File: config.mk
export PLATFORM = sky130hd
export DESIGN_NAME = sgb_ctrl
export DESIGN_NICKNAME = d
export VERILOG_FILES = /design/src/hdl/sgb_pkg.sv /design/src/hdl/sgb_ctrl.sv
export VERILOG_INCLUDE_DIRS = /design/src /design/src/hdl
export SDC_FILE = /design/constraint.sdc
export NUM_CORES = 1
export LEC_CHECK = 0
export ABC_AREA = 1
export BUFFER_PORTS_ARGS = -buffer_cell sky130_fd_sc_hd__buf_4
export CAP_MARGIN = 20
export CORE_MARGIN = 4
export CORE_UTILIZATION = 36
export DETAILED_ROUTE_END_ITERATION = 8
export HOLD_SLACK_MARGIN = 0.06
export PLACE_DENSITY = 0.62
export SYNTH_ARGS = -nofsm -noshare
export SYNTH_HDL_FRONTEND = slang
export SYNTH_SLANG_ARGS = --single-unit
File: constraint.sdc
create_clock -name clk_i -period 10.6 [get_ports clk_i]
set_input_delay 1.06 -clock clk_i [delete_from_list [all_inputs] [get_ports clk_i]]
set_output_delay 1.06 -clock clk_i [all_outputs]
set_load 0.01 [all_outputs]
File: src/hdl/separable_gaussian_blur_core_defines.svh
// ----------------------------------------------------------------------------
// Assertion helpers for the separable Gaussian blur core
// Macros for the concurrent checks in the sequencer module.
// ----------------------------------------------------------------------------
`ifndef SEPARABLE_GAUSSIAN_BLUR_CORE_DEFINES_SVH
`define SEPARABLE_GAUSSIAN_BLUR_CORE_DEFINES_SVH

// A condition that must hold at every clock edge out of reset.
`define SGB_ASSERT_HOLDS(lbl, cond, msg) \
  lbl: assert property (@(posedge clk_i) disable iff (!rst_ni) (cond)) else $error(msg);

// A consequence that must hold in the same cycle as its antecedent.
`define SGB_ASSERT_IMPLIES(lbl, ante, cons, msg) \
  lbl: assert property (@(posedge clk_i) disable iff (!rst_ni) (ante) |-> (cons)) \
    else $error(msg);

`endif

File: src/hdl/sgb_pkg.sv
// ----------------------------------------------------------------------------
// sgb_pkg
// Types, register codes and arithmetic helpers of the blur core.
// ----------------------------------------------------------------------------
package sgb_pkg;

  localparam int PIX_W      = 16;
  localparam int ACC_W      = 36;
  localparam int PROD_W     = 32;
  localparam int CFG_DATA_W = 64;
  localparam int CFG_IDX_W  = 3;
  localparam int GEOM_W     = 11;
  localparam int HALF_W     = 3;
  localparam int WSEL_W     = 3;
  localparam int TAP_W      = 4;

  localparam logic [CFG_IDX_W-1:0] CFG_FRAME_WIDTH  = 3'd0;
  localparam logic [CFG_IDX_W-1:0] CFG_FRAME_HEIGHT = 3'd1;
  localparam logic [CFG_IDX_W-1:0] CFG_HALF_WIDTH   = 3'd2;
  localparam logic [CFG_IDX_W-1:0] CFG_WEIGHTS_NEAR = 3'd3;
  localparam logic [CFG_IDX_W-1:0] CFG_WEIGHTS_FAR  = 3'd4;

  localparam logic REQ_PIXEL = 1'b0;
  localparam logic REQ_FLUSH = 1'b1;

  typedef enum logic [3:0] {
    ST_IDLE,
    ST_ROW_ISSUE,
    ST_ROW_WAIT,
    ST_WRITE,
    ST_COL_ISSUE,
    ST_COL_WAIT,
    ST_EMIT,
    ST_NEXT,
    ST_FINISH
  } state_e;

  typedef struct packed {
    logic              shift;
    logic              issue;
    logic              use_mem;
    logic              tap_ok;
    logic              acc_clr;
    logic              wr;
    logic              emit;
    logic              run_last;
    logic              frame_end;
    logic              bypass;
    logic [WSEL_W-1:0] wsel;
  } cmd_t;

  typedef struct packed {
    logic busy;
    logic out_free;
  } status_t;

  // Round half up from Q16 and saturate to the pixel range.
  function automatic logic [PIX_W-1:0] round_sat(input logic [ACC_W-1:0] acc);
    logic [ACC_W:0]    sum;
    logic [ACC_W-16:0] q;
    sum = {1'b0, acc} + (ACC_W+1)'(32768);
    q   = sum[ACC_W:16];
    if (|q[ACC_W-16:PIX_W]) begin
      return '1;
    end
    return q[PIX_W-1:0];
  endfunction

endpackage

File: src/hdl/sgb_ctrl.sv
// ----------------------------------------------------------------------------
// sgb_ctrl
// Sequencer: frame position counters, tap iteration and address generation.
// ----------------------------------------------------------------------------
`include "separable_gaussian_blur_core_defines.svh"

module sgb_ctrl #(
  parameter int MAX_WIDTH  = 1024,
  parameter int MAX_HEIGHT = 1024,
  parameter int MAX_HALF   = 7
) (
  input  logic                          clk_i,
  input  logic                          rst_ni,
  input  logic                          in_valid_i,
  output logic                          in_stall_o,
  input  logic                          req_type_i,
  input  logic                          cfg_restart_i,
  input  logic [$clog2(MAX_WIDTH)-1:0]  w_last_i,
  input  logic [$clog2(MAX_HEIGHT)-1:0] ht_last_i,
  input  logic [sgb_pkg::HALF_W-1:0]    half_i,
  input  sgb_pkg::status_t              status_i,
  output sgb_pkg::cmd_t                 cmd_o,
  output logic [$clog2(2*MAX_HALF+1)-1:0] tap_off_o,
  output logic [$clog2(2*MAX_HALF+1)-1:0] slot_o,
  output logic [$clog2(MAX_WIDTH)-1:0]  col_o
);

  localparam int RING   = 2 * MAX_HALF + 1;
  localparam int SW     = $clog2(RING);
  localparam int CW     = $clog2(MAX_WIDTH);
  localparam int RW     = $clog2(MAX_HEIGHT);
  localparam int XW     = CW + 5;
  localparam int YW     = RW + 6;
  localparam int TW     = sgb_pkg::TAP_W;
  localparam int WSEL_W = sgb_pkg::WSEL_W;

  sgb_pkg::state_e st_q, st_d;

  logic [CW-1:0]        in_col_q, out_col_q, x_q, hi_q;
  logic [RW:0]          in_row_q, out_row_q;
  logic [SW-1:0]        in_slot_q, out_slot_q, sl_q, last_slot_q;
  logic signed [TW-1:0] jj_q;
  logic                 emit_q, flush_q;

  logic                 accept, frame_in, out_pend, is_last_col, c_ge_h, any_col, row_ge_h;
  logic signed [TW-1:0] neg_h, pos_h;
  logic signed [XW-1:0] c_s, h_x, jx, sx, idx_s, off_s, wl_s, lo_x;
  logic signed [YW-1:0] rr_s, hl_s;
  logic [SW-1:0]        col_slot, sl_init, hs;
  logic                 tap_last;

  assign accept      = in_valid_i && (st_q == sgb_pkg::ST_IDLE);
  assign frame_in    = in_row_q <= (RW+1)'(ht_last_i);
  assign out_pend    = out_row_q <= (RW+1)'(ht_last_i);
  assign is_last_col = in_col_q == w_last_i;
  assign neg_h       = -$signed({1'b0, half_i});
  assign pos_h       = $signed({1'b0, half_i});
  assign tap_last    = jj_q == pos_h;
  assign row_ge_h    = 32'(in_row_q) >= 32'(half_i);
  assign hs          = SW'(half_i);

  // Column window: first output column of this pixel and whether any is due.
  always_comb begin
    c_s    = $signed(XW'(in_col_q));
    h_x    = $signed(XW'(half_i));
    c_ge_h = c_s >= h_x;
    any_col = is_last_col || c_ge_h;
    lo_x   = c_ge_h ? (c_s - h_x) : '0;
  end

  // Row tap: clamp the column to the frame and locate it in the tap window.
  always_comb begin
    jx    = XW'(jj_q);
    wl_s  = $signed(XW'(w_last_i));
    sx    = $signed(XW'(x_q)) + jx;
    idx_s = sx;
    if (sx < 0) begin
      idx_s = '0;
    end else if (sx > wl_s) begin
      idx_s = wl_s;
    end
    off_s = c_s - idx_s;
  end

  // Column tap: rows above the frame read row 0, rows below repeat the last row.
  always_comb begin
    rr_s = $signed(YW'(out_row_q)) + YW'(jj_q);
    hl_s = $signed(YW'(ht_last_i));
    if (rr_s < 0) begin
      col_slot = '0;
    end else if (rr_s > hl_s) begin
      col_slot = last_slot_q;
    end else begin
      col_slot = sl_q;
    end
    sl_init = (out_slot_q >= hs) ? (out_slot_q - hs) : (out_slot_q + SW'(RING) - hs);
  end

  always_comb begin
    st_d = st_q;
    unique case (st_q)
      sgb_pkg::ST_IDLE: begin
        if (accept) begin
          if (req_type_i == sgb_pkg::REQ_PIXEL) begin
            if (frame_in) begin
              st_d = any_col ? sgb_pkg::ST_ROW_ISSUE : sgb_pkg::ST_FINISH;
            end
          end else if (!frame_in && out_pend) begin
            st_d = sgb_pkg::ST_COL_ISSUE;
          end
        end
      end
      sgb_pkg::ST_ROW_ISSUE: begin
        if (tap_last) st_d = sgb_pkg::ST_ROW_WAIT;
      end
      sgb_pkg::ST_ROW_WAIT: begin
        if (!status_i.busy) st_d = sgb_pkg::ST_WRITE;
      end
      sgb_pkg::ST_WRITE: begin
        st_d = emit_q ? sgb_pkg::ST_COL_ISSUE : sgb_pkg::ST_NEXT;
      end
      sgb_pkg::ST_COL_ISSUE: begin
        if (tap_last) st_d = sgb_pkg::ST_COL_WAIT;
      end
      sgb_pkg::ST_COL_WAIT: begin
        if (!status_i.busy) st_d = sgb_pkg::ST_EMIT;
      end
      sgb_pkg::ST_EMIT: begin
        if (status_i.out_free) st_d = flush_q ? sgb_pkg::ST_FINISH : sgb_pkg::ST_NEXT;
      end
      sgb_pkg::ST_NEXT: begin
        st_d = (x_q == hi_q) ? sgb_pkg::ST_FINISH : sgb_pkg::ST_ROW_ISSUE;
      end
      sgb_pkg::ST_FINISH: begin
        st_d = sgb_pkg::ST_IDLE;
      end
      default: st_d = sgb_pkg::ST_IDLE;
    endcase
  end

  always_comb begin
    cmd_o           = '0;
    cmd_o.shift     = accept && (req_type_i == sgb_pkg::REQ_PIXEL) && frame_in;
    cmd_o.issue     = (st_q == sgb_pkg::ST_ROW_ISSUE) || (st_q == sgb_pkg::ST_COL_ISSUE);
    cmd_o.use_mem   = st_q == sgb_pkg::ST_COL_ISSUE;
    cmd_o.tap_ok    = (off_s >= 0) && (off_s <= XW'(RING - 1));
    cmd_o.acc_clr   = cmd_o.issue && (jj_q == neg_h);
    cmd_o.wr        = st_q == sgb_pkg::ST_WRITE;
    cmd_o.emit      = (st_q == sgb_pkg::ST_EMIT) && status_i.out_free;
    cmd_o.run_last  = flush_q || (x_q == hi_q);
    cmd_o.frame_end = (out_col_q == w_last_i) && (out_row_q == (RW+1)'(ht_last_i));
    cmd_o.bypass    = half_i == '0;
    cmd_o.wsel      = jj_q[TW-1] ? WSEL_W'(-jj_q) : WSEL_W'(jj_q);
    tap_off_o       = off_s[SW-1:0];
    slot_o          = (st_q == sgb_pkg::ST_WRITE) ? in_slot_q : col_slot;
    col_o           = x_q;
    in_stall_o      = st_q != sgb_pkg::ST_IDLE;
  end

  always_ff @(posedge clk_i or negedge rst_ni) begin
    if (!rst_ni) begin
      st_q        <= sgb_pkg::ST_IDLE;
      in_col_q    <= '0;
      in_row_q    <= '0;
      out_col_q   <= '0;
      out_row_q   <= '0;
      in_slot_q   <= '0;
      out_slot_q  <= '0;
      sl_q        <= '0;
      last_slot_q <= '0;
      x_q         <= '0;
      hi_q        <= '0;
      jj_q        <= '0;
      emit_q      <= 1'b0;
      flush_q     <= 1'b0;
    end else begin
      st_q <= st_d;

      if (accept) begin
        flush_q <= req_type_i == sgb_pkg::REQ_FLUSH;
        emit_q  <= row_ge_h;
        if (req_type_i == sgb_pkg::REQ_PIXEL) begin
          x_q  <= lo_x[CW-1:0];
          hi_q <= is_last_col ? w_last_i : lo_x[CW-1:0];
        end else begin
          x_q  <= out_col_q;
          hi_q <= out_col_q;
        end
      end

      if (st_q == sgb_pkg::ST_NEXT && st_d == sgb_pkg::ST_ROW_ISSUE) begin
        x_q <= x_q + CW'(1);
      end

      if ((st_d == sgb_pkg::ST_ROW_ISSUE && st_q != sgb_pkg::ST_ROW_ISSUE) ||
          (st_d == sgb_pkg::ST_COL_ISSUE && st_q != sgb_pkg::ST_COL_ISSUE)) begin
        jj_q <= neg_h;
      end else if (cmd_o.issue) begin
        jj_q <= jj_q + TW'(1);
      end

      // The ring slot follows the unclamped row of each column tap.
      if (st_d == sgb_pkg::ST_COL_ISSUE && st_q != sgb_pkg::ST_COL_ISSUE) begin
        sl_q <= sl_init;
      end else if (st_q == sgb_pkg::ST_COL_ISSUE) begin
        sl_q <= (sl_q == SW'(RING - 1)) ? '0 : sl_q + SW'(1);
        if (rr_s <= hl_s) last_slot_q <= col_slot;
      end

      if (cmd_o.emit) begin
        if (out_col_q == w_last_i) begin
          out_col_q  <= '0;
          out_row_q  <= out_row_q + (RW+1)'(1);
          out_slot_q <= (out_slot_q == SW'(RING - 1)) ? '0 : out_slot_q + SW'(1);
        end else begin
          out_col_q <= out_col_q + CW'(1);
        end
      end

      if (st_q == sgb_pkg::ST_FINISH && !flush_q) begin
        if (is_last_col) begin
          in_col_q  <= '0;
          in_row_q  <= in_row_q + (RW+1)'(1);
          in_slot_q <= (in_slot_q == SW'(RING - 1)) ? '0 : in_slot_q + SW'(1);
        end else begin
          in_col_q <= in_col_q + CW'(1);
        end
      end

      // Frame fully drained, or geometry rewritten: start a new frame.
      if (cfg_restart_i || (st_q == sgb_pkg::ST_FINISH && !out_pend)) begin
        in_col_q   <= '0;
        in_row_q   <= '0;
        out_col_q  <= '0;
        out_row_q  <= '0;
        in_slot_q  <= '0;
        out_slot_q <= '0;
      end
    end
  end

  `SGB_ASSERT_IMPLIES(a_emit_pipe_empty, st_q == sgb_pkg::ST_EMIT, !status_i.busy,
                      "result emitted while the MAC pipeline still runs")
  `SGB_ASSERT_IMPLIES(a_write_pipe_empty, st_q == sgb_pkg::ST_WRITE, !status_i.busy,
                      "row store written before the row sum settled")
  `SGB_ASSERT_HOLDS(a_slot_range,
                    (in_slot_q <= SW'(RING - 1)) && (out_slot_q <= SW'(RING - 1)),
                    "ring slot outside the line store")
  `SGB_ASSERT_IMPLIES(a_idle_rows, st_q == sgb_pkg::ST_IDLE,
                      in_row_q <= (RW+1)'(ht_last_i) + (RW+1)'(1),
                      "input row counter ran past the frame")

endmodule

==> impl_results.md, run 1 <==
- CTS Buf Count: 9
- Syn-to-layout area delta: 11.9%
- Fraction of the mapped netlist area in compound gates: 0.150
- Lkg Pwr: 0.00501 uW
- Fin. max-slew vios: 0
- Mean Syn Cell Area: 7.10 um^2
- Main combinational cell family by area after synthesis: simple AND/OR/NAND/NOR gates
- Flops & latches, synth: 88
- Detailed Route WL: 26.4 mm
- Max transition margin: 0.352
- XOR/XNOR Fraction of Synth Area: 0.0727
- YS warnings: 0
- Total core area: 24500 um^2
- CP max-delay cell: dfrtp_1
- Cell count after synthesis: 1270
- Portion of netlist area occupied by mux cells: 0
- Synthesized Nets: roughly 1.4k
- Largest net degree at the start of global routing: 74
- Most common cell in the netlist: nand2_1
- Die Y: 166 um
- Clk Latency, worst-skew pair: 0.35 ns
- Core Rows: 57
- Worst hold path class: register to register
- First-pass DRT Iterations: 5
- Post-synthesis simple-gate area fraction: 0.287
- Clock network fraction of design power: 0.115
- Tcrit/Tclk final: 0.634
- DRC: 0
- Hold-fix buffers at CTS: 0
- Internal Power: 1380 uW
- RSZ-0062 raised after global routing: no
- # IOs: 62
- Final setup TNS: 0 ns
- Share of layout cells above drive strength 1: 0.116
- Max-Cap Viols: 0
- First-pass GRT wire length: approximately 43 mm
- Top FF cell, synth: dfrtp_1
- Top cells by count, synth: 270 x nand2_1, 187 x inv_1, 96 x ha_1, 90 x nor2_1, 88 x dfrtp_1
- Avg Vias per Cell: 5.15
- Register area share after synthesis: 0.244
- P per Cell Area: 284 nW/um^2
- Remaining antenna violation count: 0
- Final setup viols: 0
- Data arrival, critical path: 5.66 ns
- CTS Sinks: 88
- Max Root-Sink Buffers: 2
- Fin. Hold Viols: 0
- Total Routing Usage GR: 0.190
- Crit path max fanout: 12
- Worst Skew: 0.00835 ns
- Number of enable flip-flop cells after synthesis: 0
- PortBufs: 61
- Endpoint type of the worst setup path: output port
- Ys async rst share: 1.00
- Crit start category: register
- Top cells by area, synth: dfrtp_1 24%, ha_1 13%, nand2_1 11%
- Critical Path RT: around 9.5 ns
- M2 GR Usage: 0.292
- Slew of the pin with the lowest slew margin: 0.973 ns
- M1 GR Usage: 0.279
- Initial antenna violation count: 0
- # Post-CTS Setup Buffers: 0
- Unique masters post-synth: 60
- Logic pwr share: 0.703
- Net switching power: 1490 uW
- Net Sw Frac: 0.519
- Adder-cell share of the synthesized area: 0.147
- Final RePlAce weighted congestion: a little over 0.9
- H-tree Lvls: 3
- Mapped cell area: approximately 9000 um^2
- Die width: 166 um
- CTS tree: done
- Status: finished, final reports clean
- WS Path Type: register to output port
- GRT busiest layer: met2
- CP most frequent cell: nand2_1
- Vias in the first global route: a little over 8k
- Post-cts repair resize count: 0
- Met3 usage: 0.0326
- Clk slew on worst S/H paths: approximately 0.07 ns
- Fin nets: 1458
- GRT overflow: 0
- Hold WS: 0.485 ns
- Initial Utilization: 0.369
- Final min period: 6.72 ns
- Root Driver: clkbuf_16
- Via count: 8511
- Critical Path Max Stage Delay: roughly 0.56 ns
- Die ar.: 27600 um^2
- Post-DP HPWL: 20.9 mm
- Inserted Diodes: 0
- Yosys top cell area share: 0.244
- Area leader, netlist: dfrtp_1
- WL per Instance: 16.0 um
- Max IR drop VDD: about 0.21 mV
- Initial DRC count: 770
- Max Fclk: 0.149 GHz
- Seq pwr share: 0.182
final cells by class:
type,count,area [um^2]
inverters,212,800
fillers,2518,14400
clock inverters,6,70.1
multi-input cells,952,5910
repair buffers,63,473
clock buffers,9,225
flip-flops and latches,88,2200
well taps,324,405
through the flow:
step	util	power (uW)	setup slack, ns	instances	cell area (um^2)
after CTS	0.412	2850	3.94	1654	10100
after floorplan	-	1950	5.15	1270	9020
after detailed placement	0.400	2500	4.34	1639	9790
after global placement	0.400	2500	4.59	1639	9790
after global routing	0.412	3170	3.30	1654	10100
final	0.412	2870	3.88	1654	10100
kinds of logic (layout without fill, tap and decap cells):
group           after synthesis  count (layout)
simple gates                562             562
flops                        88              88
compound gates              214             214
xor+xnor                     74              74
buf+inv                     230             290
fa+ha+maj                   102             102
power by group through the flow:
stage,registers (uW),clock network [uW],logic [uW]
floorplan,499,0,1450
global placement,525,0,1970
detailed placement,526,0,1980
CTS,521,338,1990
global route,535,349,2290
finish,522,330,2010
cells in the final DEF, fill, tap and decap left out, drive strengths merged, types with 5 or more instances in the layout:
cell | netlist | final
nor2 | 102 | 102
o221ai | 9 | 9
clkbuf | 5 | 9
xnor2 | 13 | 13
buf | 13 | 63
nor4 | 10 | 10
or2 | 5 | 5
fa | 6 | 6
xor2 | 61 | 61
o22ai | 12 | 12
inv | 211 | 212
o2111ai | 8 | 8
o211ai | 7 | 7
nand2 | 285 | 285
o21ai | 72 | 72
nand3b | 12 | 12
o31ai | 10 | 10
nand3 | 82 | 82
nand4 | 28 | 28
dfrtp | 88 | 88
ha | 96 | 96
nor3 | 37 | 37
a21oi | 69 | 69
registers in the layout, indices dropped and copies added (netlist names):
register	cells
last_slot_q	4
in_row_q	11
sl_q	4
out_row_q	11
flush_q	1
col_o	10
jj_q	4
emit_q	1
in_col_q	10
st_q	4
hi_q	10
out_slot_q	4
in_slot_q	4
out_col_q	10
critical path: cells and delay by family (launching register included):
kind / cells / cell delay, ns
flops: 1 / 0.56
xor+xnor: 1 / 0.23
fa+ha+maj: 4 / 1.35
simple gates: 16 / 1.74
buf+inv: 5 / 0.40
compound gates: 6 / 1.01
path summary, 6_finish.rpt:
path	startpoint	end	slack (ns)	cells past startpoint
worst max-delay path	jj_q[0]	cmd_o[9]	3.88	32
worst min-delay path	last_slot_q[0]	last_slot_q[0]	0.49	2
worst max register to register	jj_q[3]	last_slot_q[2]	6.56	20
worst min register to register	last_slot_q[0]	last_slot_q[0]	0.49	2
max in group asynchronous	rst_ni	out_col_q[4]	8.79	2
min in group asynchronous	rst_ni	in_slot_q[3]	0.57	1
per-layer routing:
| metal | up-vias | routed length [um] | share of wire |
|---|---|---|---|
| met5 | - | 0 | 0 |
| met4 | 0 | 424 | 0.016 |
| met3 | 27 | 1600 | 0.061 |
| met2 | 239 | 11300 | 0.43 |
| met1 | 3901 | 13100 | 0.49 |
| li1 | 4344 | - | - |
(Power assumes the default switching activity.)
==> run 2, diff against run 1 <==
Settings changed: PLACE_DENSITY 0.62 to 0.64.
Clock period 10.6 ns to 5.9 ns, I/O delays scaled along.
==> run 2 against run 1 <==
Compared with the run above: clock power rose by 80%; wire length barely moved; critical endpoint unchanged; count of clock-buffer cells in the layout rose by 1.
==> impl_results.md, run 2 (synthesized netlist as in run 1, its figures left out) <==
- Status: finished, final reports clean
- Post-DP HPWL: 21.0 mm (+0.54%)
- CTS Sinks: 88 (unchanged)
- Commonest non-fill, non-tap cell in the layout: nand2_1
- Remaining antenna violation count: 0 (unchanged)
- Inserted Diodes: 0 (unchanged)
- Internal Power: 2570 uW (+86%)
- Total Routing Usage GR: 0.188 (-0.00142)
- Critical Path RT: 5.31 ns (-4.23 ns)
- P per Cell Area: 518 nW/um^2 (+83%)
- Fin. Hold Viols: 0 (unchanged)
- Max transition margin: 0.457 (+0.105)
- Fin cells: 1663 (+0.54%)
- Max IR drop VDD: 0.340 mV (+65%)
- Fillers: 2540 (+0.87%)
- Clk Latency, worst-skew pair: 0.36 ns (about the same)
- Worst hold path class: input port to async pin
- Max Fclk: between 0.15 and 0.2 GHz
- Max-Cap Viols: 0 (unchanged)
- Vias in the first global route: 8234 (+2.2%)
- Final RePlAce weighted congestion: 0.927 (+2.0%)
- Final setup margin: 0.442 ns (-3.44 ns)
- Die Y: 166 um (unchanged)
- Syn-to-layout area delta: 12.9%
- Post-Place Setup Slack: 0.432 ns (-3.90 ns)
- Die width: 166 um (unchanged)
- H-tree Lvls: 3 (unchanged)
- # IOs: 62 (unchanged)
- First-pass GRT wire length: 42.7 mm (-0.59%)
- PortBufs: 61 (unchanged)
- Endpoint type of the worst setup path: output port
- Net Sw Frac: 0.514 (-0.00528)
- Seq pwr share: 0.172 (-0.010)
- Crit path max fanout: 6 (-6)
- Root Driver: clkbuf_16
- Logic pwr share: 0.716 (+0.013)
- Biggest regs: in_row_q (11), out_row_q (11)
- Via count: 8700 (+2.2%)
- CP max-delay cell: fa_1
- Final setup viols: 0 (unchanged)
- GRT overflow: 0 (unchanged)
- Largest net degree at the start of global routing: 60 (-19%)
- Crit start category: register
- Fin. max-slew vios: 0 (unchanged)
- Max Root-Sink Buffers: 2 (unchanged)
- Net switching power: 2710 uW (+82%)
- Tcrit/Tclk final: 0.925
- Clock network fraction of design power: 0.112 (-0.003)
- Hold-fix buffers at CTS: 0 (unchanged)
- Core Rows: 57 (unchanged)
- CTS tree: done
- Initial DRC count: 721 (-6.4%)
- Clk slew on worst S/H paths: 0.07 ns (about the same)
- Slew of the pin with the lowest slew margin: 0.815 ns (-0.158 ns)
- Most frequent cells in the layout: 269 x nand2_1, 187 x inv_1, 96 x ha_1
- WL per Instance: 15.9 um (-0.48%)
- Data arrival, critical path: 4.87 ns (-0.79 ns)
- Initial Utilization: 0.369 (unchanged)
- Share of layout cells above drive strength 1: 0.125 (+0.00893)
- Final min period: between 5 and 6 ns
- CTS Buf Count: 9 (unchanged)
- Detailed Route WL: 26.4 mm (about the same)
- CP most frequent cell: nand2_1
- Final setup TNS: 0 ns (unchanged)
- Fin nets: 1466 (+0.55%)
- Die ar.: 27600 um^2 (unchanged)
- Critical Path Max Stage Delay: 0.42 ns (-0.14 ns)
- Total core area: 24500 um^2 (unchanged)
- First-pass DRT Iterations: 6 (+1)
- Avg Vias per Cell: 5.23 (+1.7%)
- Dpl cells: 1645 (+0.37%)
- DRC: 0 (unchanged)
- Worst Skew: 0.0141 ns (+0.00578 ns)
- Lkg Pwr: 0.00506 uW (+0.95%)
- Initial antenna violation count: 0 (unchanged)
- WS Path Type: register to output port
-- run 2: changes by cell type in the layout (fill, tap and decap cells not counted), sizes merged --
cell,before,now
clkbuf,9,10
clkinvlp,3,2
buf,63,70
nand3,82,83
clkinv,2,3
-- run 2: layer usage --
metal	part of all wire	wire length, um	vias up	track usage
met5	0	0	-	0
met4	0.020	540	0	0.0537
met3	0.063	1660	35	0.0305
met2	0.45	12000	275	0.304
met1	0.46	12300	4031	0.261
li1	-	-	4359	-
-- run 2: worst paths after layout --
kind                            depth (start not counted)  slack (ns)      startpoint        endpoint
worst max-delay path                                   31        0.44        col_o[0]        cmd_o[9]
worst min-delay path                                    1        0.16          rst_ni    in_slot_q[0]
worst max register to register                         20        1.98         jj_q[3]  last_slot_q[0]
worst min register to register                          2        0.49  last_slot_q[1]  last_slot_q[1]
max in group asynchronous                               2        4.53          rst_ni        col_o[0]
min in group clk_i                                      2        0.49  last_slot_q[1]  last_slot_q[1]
-- run 2: final cells by class --
type,instances,area (um^2),area share
clock buffers,10,229,0.0225
inverters,212,800,0.0785
repair buffers,70,526,0.0516
multi-input cells,953,5950,0.584
flip-flops and latches,88,2200,0.216
clock inverters,6,67.6,0.00664
well taps,324,405,0.0398
-- run 2: through the flow --
step                instance area (um^2)  total power [uW]  hold slack (ns)   util
finish                             10200              5280            0.162  0.416
global route                       10200              5820            0.192  0.416
CTS                                10100              5160            0.180  0.414
detailed placement                  9840              4540            0.471  0.402
global placement                    9840              4490            0.466  0.402
floorplan                           9020              3500            0.294      -
-- run 2: critical path: cells and delay by family, from the launching register on --
family | cells | cell delay, ns
xor gates and xnor gates | 1 | 0.19
adders and majority gates | 5 | 1.49
AOI/OAI and AO/OA | 5 | 0.78
DFF | 1 | 0.41
and+or+nand+nor | 16 | 1.32
buffers and inverters | 4 | 0.32
-- run 2: power by group through the flow --
stage / Clock, uW / Combinational, uW / Sequential (uW)
final: 593 / 3780 / 907
after global routing: 632 / 4260 / 926
after CTS: 610 / 3650 / 905
after detailed placement: 0 / 3620 / 915
after global placement: 0 / 3580 / 911
after floorplan: 0 / 2610 / 897
-- run 2: repair_timing --
item                                    in CTS  in global routing
endpoints found under the setup margin       0                  1
resized for setup                            0                 10
buffers inserted                             0                  1
